### config.mk
export PLATFORM = sky130hd
export DESIGN_NAME = multi_slot_countdown_timer
export DESIGN_NICKNAME = d
export VERILOG_FILES = /design/src/mscd_pkg.sv /design/src/mscd_ram.sv /design/src/multi_slot_countdown_timer.sv
export SDC_FILE = /design/constraint.sdc
export NUM_CORES = 1
export LEC_CHECK = 0
export BUFFER_PORTS_ARGS = -buffer_cell sky130_fd_sc_hd__buf_2
export CAP_MARGIN = 10
export CORE_MARGIN = 8
export CORE_UTILIZATION = 25
export CTS_CLUSTER_DIAMETER = 30
export DETAILED_ROUTE_END_ITERATION = 6
export PLACE_DENSITY = 0.45
export SETUP_SLACK_MARGIN = 0.4
export SYNTH_ARGS = -nofsm -noshare
export SYNTH_HDL_FRONTEND = slang
export SYNTH_HIERARCHICAL = 1
export SYNTH_SLANG_ARGS = --single-unit
export TNS_END_PERCENT = 5
### constraint.sdc
create_clock -name clock -period 5.6 [get_ports clock]
set_input_delay 1.12 -clock clock [delete_from_list [all_inputs] [get_ports clock]]
set_output_delay 1.12 -clock clock [all_outputs]
set_load 0.01 [all_outputs]
### src/mscd_pkg.sv
// Package for the countdown timer table: sizes, command, status and state codes.
// No dependencies; used by the top level and the checker.
package mscd_pkg;

   localparam int NUM_SLOTS  = 16;
   localparam int COUNT_BITS = 16;
   localparam int MAX_OUT    = 16;
   localparam int SLOT_BITS  = $clog2(NUM_SLOTS);
   localparam int FIRE_BITS  = $clog2(MAX_OUT + 1);

   typedef enum logic [1:0] {
      CMD_ADD    = 2'd0,
      CMD_CANCEL = 2'd1,
      CMD_START  = 2'd2,
      CMD_TICK   = 2'd3
   } cmd_type;

   typedef enum logic [1:0] {
      STAT_OK    = 2'd0,
      STAT_FULL  = 2'd1,
      STAT_NOJOB = 2'd2,
      STAT_FIRED = 2'd3
   } status_type;

   typedef enum logic [1:0] {
      S_IDLE,
      S_PRIME,
      S_WALK,
      S_FLUSH
   } state_type;

endpackage

### src/mscd_ram.sv
// Generic simple dual-port RAM: one write port, one registered read port.
// No dependencies.
module mscd_ram #(
   parameter int WIDTH = 16,
   parameter int DEPTH = 16,
   localparam int ADDR_BITS = $clog2(DEPTH)
) (
   input  logic                 clock,
   input  logic                 wr_en,
   input  logic [ADDR_BITS-1:0] wr_addr,
   input  logic [WIDTH-1:0]     wr_data,
   input  logic                 rd_en,
   input  logic [ADDR_BITS-1:0] rd_addr,
   output logic [WIDTH-1:0]     rd_data
);

   logic [WIDTH-1:0] mem_ff [DEPTH];
   logic [WIDTH-1:0] rd_data_ff;

   always_ff @(posedge clock) begin
      if (wr_en) begin
         mem_ff[wr_addr] <= wr_data;
      end
      if (rd_en) begin
         rd_data_ff <= mem_ff[rd_addr];
      end
   end

   assign rd_data = rd_data_ff;

endmodule

### src/multi_slot_countdown_timer.sv
// Countdown timer table: occupancy flags, count RAM and slot walk sequencer.
// Depends on mscd_pkg and mscd_ram.
//
// Usage:
//   req channel carries one command per item: add (claims the lowest free slot and
//   loads its count), cancel, start, or a one-second tick.
//   rsp channel returns results: add, cancel and start give one result each, a tick
//   gives one fired result per slot that expires, in slot order, tlast on the final.
//   Add, cancel and start load their result into the output register on the next
//   cycle. A tick walks the count RAM one slot per cycle while the receiver does not
//   hold the walk, read of the next slot overlapped with write-back of the current
//   one; the single RAM read port limits the walk to one slot read at a time.
//   A tick before start, or one that fires nothing, gives no result.
//   Reset clears the occupancy and fired flags and the running flag; the count RAM
//   needs no clearing since a free slot's count is never used.
//   When the receiver stalls, the result holds in the output register; the walk
//   pauses only when a further firing needs the register, and no new item is
//   taken until the walk ends.
module multi_slot_countdown_timer (
   input  logic        clock,
   input  logic        reset,
   input  logic        req_tvalid,
   output logic        req_tready,
   input  logic [23:0] req_tdata,   // seconds[15:0], slot_id[19:16], zero [23:20]
   input  logic [1:0]  req_tuser,   // cmd[1:0]
   output logic        rsp_tvalid,
   input  logic        rsp_tready,
   output logic [7:0]  rsp_tdata,   // slot[3:0], zero [7:4]
   output logic [1:0]  rsp_tuser,   // status[1:0]
   output logic        rsp_tlast
);

   import mscd_pkg::*;

   state_type             state_ff, state_in;
   logic [SLOT_BITS-1:0]  idx_ff, idx_in;
   logic [FIRE_BITS-1:0]  nfire_ff, nfire_in;
   logic                  pend_valid_ff, pend_valid_in;
   logic [SLOT_BITS-1:0]  pend_slot_ff, pend_slot_in;
   logic [NUM_SLOTS-1:0]  used_ff, used_in;
   logic [NUM_SLOTS-1:0]  fired_ff, fired_in;
   logic                  running_ff, running_in;
   logic                  rsp_valid_ff, rsp_valid_in;
   status_type            rsp_status_ff, rsp_status_in;
   logic [3:0]            rsp_slot_ff, rsp_slot_in;
   logic                  rsp_last_ff, rsp_last_in;

   logic                  wr_en, rd_en;
   logic [SLOT_BITS-1:0]  wr_addr, rd_addr;
   logic [COUNT_BITS-1:0] wr_data, rd_data;

   logic                  out_free, req_fire;
   cmd_type               cmd;
   logic [15:0]           seconds;
   logic [3:0]            slot_id;
   logic                  free_found;
   logic [SLOT_BITS-1:0]  free_idx;
   logic [SLOT_BITS-1:0]  cancel_idx;
   logic                  cancel_ok;
   logic                  live, cnt_zero, cnt_one, fire, stall, last_idx;
   logic [COUNT_BITS-1:0] cnt_dec;

   mscd_ram #(
      .WIDTH (COUNT_BITS),
      .DEPTH (NUM_SLOTS)
   ) u_count_ram (
      .clock   (clock),
      .wr_en   (wr_en),
      .wr_addr (wr_addr),
      .wr_data (wr_data),
      .rd_en   (rd_en),
      .rd_addr (rd_addr),
      .rd_data (rd_data)
   );

   assign out_free   = !rsp_valid_ff || rsp_tready;
   assign req_tready = (state_ff == S_IDLE) && out_free;
   assign req_fire   = req_tvalid && req_tready;
   assign cmd        = cmd_type'(req_tuser);
   assign seconds    = req_tdata[15:0];
   assign slot_id    = req_tdata[19:16];

   always_comb begin
      free_found = 1'b0;
      free_idx   = '0;
      for (int i = NUM_SLOTS - 1; i >= 0; i--) begin
         if (!used_ff[i]) begin
            free_found = 1'b1;
            free_idx   = SLOT_BITS'(i);
         end
      end
   end

   assign cancel_idx = SLOT_BITS'(slot_id);
   assign cancel_ok  = (int'(slot_id) < NUM_SLOTS) && used_ff[cancel_idx];

   assign live     = used_ff[idx_ff] && !fired_ff[idx_ff];
   assign cnt_dec  = rd_data - 1'b1;
   assign cnt_zero = (rd_data == '0);
   assign cnt_one  = (rd_data == COUNT_BITS'(1));
   assign fire     = live && (cnt_zero || cnt_one) && (int'(nfire_ff) < MAX_OUT);
   assign stall    = fire && pend_valid_ff && !out_free;
   assign last_idx = (idx_ff == SLOT_BITS'(NUM_SLOTS - 1));

   always_comb begin
      state_in      = state_ff;
      idx_in        = idx_ff;
      nfire_in      = nfire_ff;
      pend_valid_in = pend_valid_ff;
      pend_slot_in  = pend_slot_ff;
      used_in       = used_ff;
      fired_in      = fired_ff;
      running_in    = running_ff;
      rsp_valid_in  = rsp_valid_ff && !rsp_tready;
      rsp_status_in = rsp_status_ff;
      rsp_slot_in   = rsp_slot_ff;
      rsp_last_in   = rsp_last_ff;
      wr_en         = 1'b0;
      wr_addr       = idx_ff;
      wr_data       = cnt_dec;
      rd_en         = 1'b0;
      rd_addr       = idx_ff;

      case (state_ff)
         S_IDLE: begin
            if (req_fire) begin
               case (cmd)
                  CMD_ADD: begin
                     rsp_valid_in = 1'b1;
                     rsp_last_in  = 1'b1;
                     if (free_found) begin
                        used_in[free_idx]  = 1'b1;
                        fired_in[free_idx] = 1'b0;
                        wr_en              = 1'b1;
                        wr_addr            = free_idx;
                        wr_data            = COUNT_BITS'(seconds);
                        rsp_status_in      = STAT_OK;
                        rsp_slot_in        = 4'(free_idx);
                     end else begin
                        rsp_status_in = STAT_FULL;
                        rsp_slot_in   = 4'd0;
                     end
                  end
                  CMD_CANCEL: begin
                     rsp_valid_in = 1'b1;
                     rsp_last_in  = 1'b1;
                     rsp_slot_in  = slot_id;
                     if (cancel_ok) begin
                        used_in[cancel_idx]  = 1'b0;
                        fired_in[cancel_idx] = 1'b0;
                        rsp_status_in        = STAT_OK;
                     end else begin
                        rsp_status_in = STAT_NOJOB;
                     end
                  end
                  CMD_START: begin
                     running_in    = 1'b1;
                     rsp_valid_in  = 1'b1;
                     rsp_last_in   = 1'b1;
                     rsp_status_in = STAT_OK;
                     rsp_slot_in   = 4'd0;
                  end
                  CMD_TICK: begin
                     if (running_ff) begin
                        state_in      = S_PRIME;
                        idx_in        = '0;
                        nfire_in      = '0;
                        pend_valid_in = 1'b0;
                     end
                  end
                  default: begin
                  end
               endcase
            end
         end
         S_PRIME: begin
            rd_en    = 1'b1;
            state_in = S_WALK;
         end
         S_WALK: begin
            if (!stall) begin
               if (live && !cnt_zero) begin
                  wr_en = 1'b1;
               end
               if (fire) begin
                  fired_in[idx_ff] = 1'b1;
                  nfire_in         = nfire_ff + 1'b1;
                  pend_valid_in    = 1'b1;
                  pend_slot_in     = idx_ff;
                  if (pend_valid_ff) begin
                     rsp_valid_in  = 1'b1;
                     rsp_status_in = STAT_FIRED;
                     rsp_slot_in   = 4'(pend_slot_ff);
                     rsp_last_in   = 1'b0;
                  end
               end
               if (last_idx) begin
                  state_in = S_FLUSH;
               end else begin
                  idx_in  = idx_ff + 1'b1;
                  rd_en   = 1'b1;
                  rd_addr = idx_ff + 1'b1;
               end
            end
         end
         S_FLUSH: begin
            if (!pend_valid_ff) begin
               state_in = S_IDLE;
            end else if (out_free) begin
               rsp_valid_in  = 1'b1;
               rsp_status_in = STAT_FIRED;
               rsp_slot_in   = 4'(pend_slot_ff);
               rsp_last_in   = 1'b1;
               pend_valid_in = 1'b0;
               state_in      = S_IDLE;
            end
         end
         default: begin
            state_in = S_IDLE;
         end
      endcase
   end

   always_ff @(posedge clock) begin
      if (reset) begin
         state_ff      <= S_IDLE;
         idx_ff        <= '0;
         nfire_ff      <= '0;
         pend_valid_ff <= 1'b0;
         used_ff       <= '0;
         fired_ff      <= '0;
         running_ff    <= 1'b0;
         rsp_valid_ff  <= 1'b0;
      end else begin
         state_ff      <= state_in;
         idx_ff        <= idx_in;
         nfire_ff      <= nfire_in;
         pend_valid_ff <= pend_valid_in;
         used_ff       <= used_in;
         fired_ff      <= fired_in;
         running_ff    <= running_in;
         rsp_valid_ff  <= rsp_valid_in;
      end
   end

   always_ff @(posedge clock) begin
      pend_slot_ff  <= pend_slot_in;
      rsp_status_ff <= rsp_status_in;
      rsp_slot_ff   <= rsp_slot_in;
      rsp_last_ff   <= rsp_last_in;
   end

   assign rsp_tvalid = rsp_valid_ff;
   assign rsp_tdata  = {4'd0, rsp_slot_ff};
   assign rsp_tuser  = rsp_status_ff;
   assign rsp_tlast  = rsp_last_ff;

endmodule

==> flow_metrics.tcl, run 1 <==
set metrics [dict create \
    outcome "finished clean" \
    crit_path_cell_trace "buf_4 -> o311ai_0 -> and4_4 -> nand3b_1 -> or3_1 -> and3_1 -> xnor2_2 -> buf_12 -> mux4_1 -> a22oi_1 -> nand2_1" \
    drt_iter0_drc 654 \
    synthCells 993 \
    ir_worst_vdd_v 0.000238 \
    hp-start "running_ff" \
    clk_path_buf_depth 3 \
    timing.rr.end "u_count_ram/rd_data[11]" \
    area_growth_pct 28.6 \
    leakage_uw 0.00616 \
    cp_max_fo 32 \
    fmax_mhz 225 \
    synth_area_um2 14600 \
    cts_root_buf "clkbuf_16" \
    cts_setup_buffers 0 \
    cts_made_buffers 80 \
    die_width_um 258 \
    vias_per_cell 4.85 \
    post-route-min-period_ns 4.45 \
    htree_num_levels 3 \
    yosys.area.top_type "edfxtp_1" \
    start_kind "register" \
    rsz0062_at_grt "no" \
    cpMaxStageDelayCell "mux4_1" \
    cp.arrival_ns 4.79 \
    whs_endpoint "running_ff" \
    async_flop_share_pct 0 \
    crit_path_max_incr_delay_ns 0.60 \
    reg2reg_from "idx_ff[3]" \
    cts.clk_slew.worst_paths_ns 0.04 \
    gr-total-overflow 0 \
    clk_latency_ns 0.60 \
    ys_seq_elements 329 \
    finalHoldViolations 0 \
    reg2regPathDepth 11 \
    period_share_pct 79.4 \
    routed_wl_mm 40.1 \
    p_per_area_nw_per_um2 432 \
    drt_first_pass_iters 5 \
    setup_viol 0 \
    rows 88 \
    hpwl_mm 25.4 \
    grt_start_max_net_pins 38 \
    drc 0 \
    die-area_um2 66400 \
    synth-edff-count 283 \
    postCtsHoldBufs 0 \
    route.antenna.remaining_nets 0 \
    cp_top_family "simple AND/OR/NAND/NOR gates" \
    ys_seq_area_share_pct 64.5 \
    grt_pass1_vias 9627 \
    clock_skew_ns 0.0228 \
    synth_area_leaders "edfxtp_1, mux4_2, dfxtp_1, mux4_1, nand2_1" \
    routabilityCongestion 0.863 \
    worstPathRequired_ns 5.94 \
    grt_pass1_wl_mm 60.7 \
    drive_above_1_share_pct 25.9 \
    slew_headroom_pct 25.3 \
    worst-path-buf-inv 2 \
    core_um2 57700 \
    ys.flop_type "edfxtp_1" \
    ys_types 80 \
    grt_util_all_layers_pct 11.9 \
    portBuffers 34 \
    r2r_slack_ns 1.15 \
    end_kind "register" \
    max_cap_viol_count 0 \
    die_h_um 258 \
    yosys_warnings 6 \
    critPathKind "reg2reg" \
    finalNetCount 1150 \
    tns_ns 0 \
    syn_avg_cell_area_um2 14.7 \
    clock_sinks 329 \
    cts-resized-gates 0 \
    io_pins 43 \
    synth_top_area_share_pct 58.2 \
    whs_path_depth 2 \
    worstMarginPinSlew_ns 1.11 \
    holdCritPathClass "reg2reg" \
    antennaDiodeCount 0 \
    initial_core_util_pct 25.3 \
    cts_tree "done" \
    report.final.slew_viol_count 0 \
    synth.most_common_cell "edfxtp_1" \
    vias 9384 \
    routedWlPerCell_um 20.7 \
    power_uw 8110 \
    antenna_found_initial 1 \
    synth_commonest_cells "edfxtp_1, nand2_1, nor2_1, mux4_2" \
]
## flip-flops by register name, indices dropped and copies added, names as in the netlist
signal / count
idx_ff: 4
pend_slot_ff: 4
rsp_tuser: 2
nfire_ff: 5
rsp_tlast: 1
used_ff: 16
running_ff: 1
rsp_tvalid: 1
u_count_ram/rd_data: 16
pend_valid_ff: 1
rsp_slot_ff: 4
fired_ff: 16
u_count_ram/mem_ff: 256
state_ff: 2
## power by group
| part | internal [uW] | leakage, uW | switching (uW) | total [uW] |
|---|---|---|---|---|
| clock network | 3340 | 0.00136 | 1450 | 4790 |
| logic | 177 | 0.00187 | 352 | 530 |
| registers | 2770 | 0.00293 | 22.8 | 2790 |
| total | 6290 | 0.00616 | 1820 | 8110 |
## kinds of logic after synthesis
kind of cell | share of synthesized area (%)
simple gates | 10.4
mux | 11.4
xor+xnor | 0.779
compound gates | 9.04
fa+ha+maj | 1.37
other cells | 0.0257
buf+inv | 2.58
flops | 64.5
## per-stage QoR
step                hold slack (ns)  std cells  setup WS (ns)  instance area, um^2  util [%]
finish                        0.464       1936           1.15                18800      32.6
global route                  0.499       1936          0.909                18800      32.6
CTS                           0.468       1936           1.10                18800      32.6
detailed placement            0.456       1787           1.11                15900      27.6
global placement              0.449       1787           1.07                15900      27.6
floorplan                     0.429        996           1.25                14600         -
## worst reg2reg max path, cell delays in order (launching register included)
cell	delay [ns]
dfxtp_1	0.59
buf_4	0.33
o311ai_0	0.34
and4_4	0.34
nand3b_1	0.16
or3_1	0.51
and3_1	0.31
xnor2_2	0.32
buf_12	0.31
mux4_1	0.64
a22oi_1	0.27
nand2_1	0.08
## worst max path at each step
stage,start,end,slack [ns],depth (start not counted)
6_report,idx_ff[3],u_count_ram/rd_data[11],1.15,11
5_1_grt,idx_ff[3],u_count_ram/rd_data[7],0.91,11
4_1_cts,idx_ff[3],u_count_ram/rd_data[7],1.10,11
3_5_place_dp,rsp_tready,u_count_ram/rd_data[7],1.11,10
3_3_place_gp,rsp_tready,u_count_ram/rd_data[7],1.07,10
2_1_floorplan,rsp_tready,u_count_ram/mem_ff[0][0],1.25,8
## layout make-up
type                       count  area [um^2]
clock inverter                59          766
multi-input combinational    590         4900
fill                        5721        38900
clock buffer                  90         2070
timing repair buffer          87          606
sequential                   329         9420
inverter                      16         60.1
tap                          765          957
## routing by layer
metal | track usage (%) | vias up | wire length [um]
met5 | 0 | - | 0
met4 | 4.23 | 0 | 1160
met3 | 3.14 | 93 | 2400
met2 | 18.1 | 304 | 18000
met1 | 16.2 | 4761 | 18500
li1 | - | 4226 | -
## cell usage in the layout (no fill, tap or decap), drive strengths merged, types with 4 or more instances in the layout
| master | netlist | routed |
|---|---|---|
| and3 | 10 | 10 |
| clkinvlp | 0 | 7 |
| nand3 | 26 | 26 |
| nor3 | 17 | 17 |
| clkbuf | 30 | 90 |
| nand2 | 83 | 83 |
| nor2 | 57 | 57 |
| clkinv | 0 | 35 |
| nand4b | 5 | 5 |
| a21oi | 44 | 44 |
| a31oi | 10 | 10 |
| mux2 | 4 | 4 |
| xor2 | 4 | 4 |
| ha | 16 | 16 |
| a32o | 5 | 5 |
| or4 | 5 | 5 |
| xnor2 | 9 | 9 |
| o21ai | 47 | 47 |
| dfxtp | 46 | 46 |
| a22oi | 40 | 40 |
| and2 | 5 | 5 |
| nand4 | 13 | 13 |
| conb | 1 | 4 |
| and4 | 4 | 4 |
| nand2b | 10 | 10 |
| a32oi | 6 | 6 |
| o21a | 4 | 4 |
| bufinv | 0 | 15 |
| buf | 31 | 87 |
| nor4 | 13 | 13 |
| edfxtp | 283 | 283 |
| a211oi | 4 | 4 |
| inv | 16 | 18 |
| nor2b | 11 | 11 |
| nand3b | 13 | 13 |
| mux4 | 68 | 68 |
(Power assumes the default switching activity.)
==> inputs of run 2 (changes only) <==
--- a/config.mk
+++ b/config.mk
@@ -11,7 +11,7 @@
 export CORE_UTILIZATION = 25
 export CTS_CLUSTER_DIAMETER = 30
 export DETAILED_ROUTE_END_ITERATION = 6
-export PLACE_DENSITY = 0.45
+export PLACE_DENSITY = 0.46
 export SETUP_SLACK_MARGIN = 0.4
 export SYNTH_ARGS = -nofsm -noshare
 export SYNTH_HDL_FRONTEND = slang
==> constraint.sdc (replaced) <==
create_clock -name clock -period 3.9 [get_ports clock]
set_input_delay 0.78 -clock clock [delete_from_list [all_inputs] [get_ports clock]]
set_output_delay 0.78 -clock clock [all_outputs]
set_load 0.01 [all_outputs]
==> flow_metrics.tcl, run 2 (synthesis results as in run 1) <==
set metrics [dict create \
    end_kind "register" \
    portBuffers 34 \
    drt_iter0_drc 882 \
    die_h_um 258 \
    area_growth_pct 30.4 \
    cts_root_buf "clkbuf_16" \
    core_um2 57700 \
    clock_skew_ns 0.0454 \
    finalHoldViolations 0 \
    critPathKind "reg2reg" \
    crit_path_cell_trace "or4_4 -> nor4_4 -> buf_4 -> nand3b_4 -> or3_4 -> and3_4 -> xnor2_4 -> buf_12 -> buf_16 -> buf_12 -> mux4_2 -> a22oi_2 -> nand2_1" \
    cts_made_buffers 67 \
    setup_viol 0 \
    dp.cells 1838 \
    cts_tree "done" \
    start_kind "register" \
    vias 9509 \
    outcome "finished clean" \
    finish.instance_area_um2 19100 \
    grt_pass1_wl_mm 60.7 \
    die-area_um2 66400 \
    cp_top_family "simple AND/OR/NAND/NOR gates" \
    hpwl_mm 26.0 \
    antennaDiodeCount 0 \
    period_share_pct 92.9 \
    htree_num_levels 3 \
    post-route-min-period_ns 3.62 \
    cpMaxStageDelayCell "or4_4" \
    worst-path-buf-inv 4 \
    grt_start_max_net_pins 38 \
    route.antenna.remaining_nets 0 \
    gr-total-overflow 0 \
    worstPathRequired_ns 4.21 \
    slew_headroom_pct 22.0 \
    layout.cells.non_filler 1978 \
    final_common_cell "edfxtp_1" \
    die_width_um 258 \
    finalNetCount 1206 \
    worstMarginPinSlew_ns 1.16 \
    vias_per_cell 4.81 \
    grt_util_all_layers_pct 11.9 \
    routabilityCongestion 0.862 \
    antenna_found_initial 0 \
    cp_max_fo 8 \
    crit_path_max_incr_delay_ns 0.58 \
    tns_ns 0 \
    cts.clk_slew.worst_paths_ns 0.05 \
    register_area_um2 9420 \
    clock_sinks 329 \
    top_register "u_count_ram/mem_ff" \
    largest_register_ffs 256 \
    clk_latency_ns 0.58 \
    clk_path_buf_depth 3 \
    max_cap_viol_count 0 \
    drt_first_pass_iters 5 \
    cp.arrival_ns 3.93 \
    holdWs_ns 0.466 \
    routed_wl_mm 40.9 \
    drc 0 \
    drive_above_1_share_pct 31.7 \
    ir_worst_vdd_v 0.000359 \
    holdCritPathClass "reg2reg" \
    rsz0062_at_grt "yes" \
    p_per_area_nw_per_um2 549 \
    place_ws_ns 0.0564 \
    grt_pass1_vias 9502 \
    rows 88 \
    report.final.slew_viol_count 0 \
    r2r_slack_ns 0.28 \
    num-fill-cells 5720 \
    initial_core_util_pct 25.3 \
    mostFrequentLayoutCells "edfxtp_1, buf_4, nand2_1" \
    leakage_uw 0.00634 \
    routedWlPerCell_um 20.7 \
    postCtsHoldBufs 0 \
    io_pins 43 \
    fmax_mhz 276 \
    crit_top_cell "buf_12" \
    multi_input_area_um2 5010 \
    place_area_um2 16400 \
    setup_slack_ns 0.279 \
]
[run 2: worst paths after layout]
path | startpoint | cells past startpoint | endpoint
setup reg to reg | u_count_ram/rd_data[8] | 13 | u_count_ram/rd_data[0]
setup / recovery | u_count_ram/rd_data[8] | 13 | u_count_ram/rd_data[0]
hold / removal | running_ff | 2 | running_ff
hold reg to reg | running_ff | 2 | running_ff
[run 2: worst reg2reg max path: stages (launching register included)]
cell and delay [ns]:
edfxtp_1 0.38, or4_4 0.58, nor4_4 0.14, buf_4 0.20, nand3b_4 0.10, or3_4 0.33
and3_4 0.20, xnor2_4 0.17, buf_12 0.20, buf_16 0.17, buf_12 0.12, mux4_2 0.49
a22oi_2 0.20, nand2_1 0.07
[run 2: per-layer routing]
metal	up-vias	share of wire [%]	track usage, %	wire, um
li1	4320	-	-	-
met5	-	0	0	0
met3	63	4.6	2.61	1890
met1	4879	47	16.3	19200
met4	0	1.8	3.19	730
met2	247	47	19.0	19000
[run 2: power breakdown]
group | internal [uW] | switching [uW] | leakage (uW)
logic | 315 | 519 | 0.00231
clock network | 3710 | 1910 | 0.00110
registers | 3970 | 29.8 | 0.00293
[run 2: final cells by class]
type	instances	area share, %
Timing Repair Buffer	156	7.02
Inverter	16	0.315
Tap cell	765	5.02
Sequential cell	329	49.5
Multi-Input combinational cell	590	26.3
Clock buffer	75	9.12
Clock inverter	47	2.77
[run 2: stage by stage]
stage	total power (uW)	util [%]
after global routing	10800	33.0
after detailed placement	4870	28.5
after global placement	4860	28.5
after CTS	10600	32.7
after floorplan	4550	-
final	10500	33.0
[run 2: repair_timing]
item | CTS | global route
cloned | 1 | 1
endpoints found under the setup margin | 32 | 157
buffers inserted | 9 | 7
resized for setup | 14 | 26
pin swaps | 4 | 10
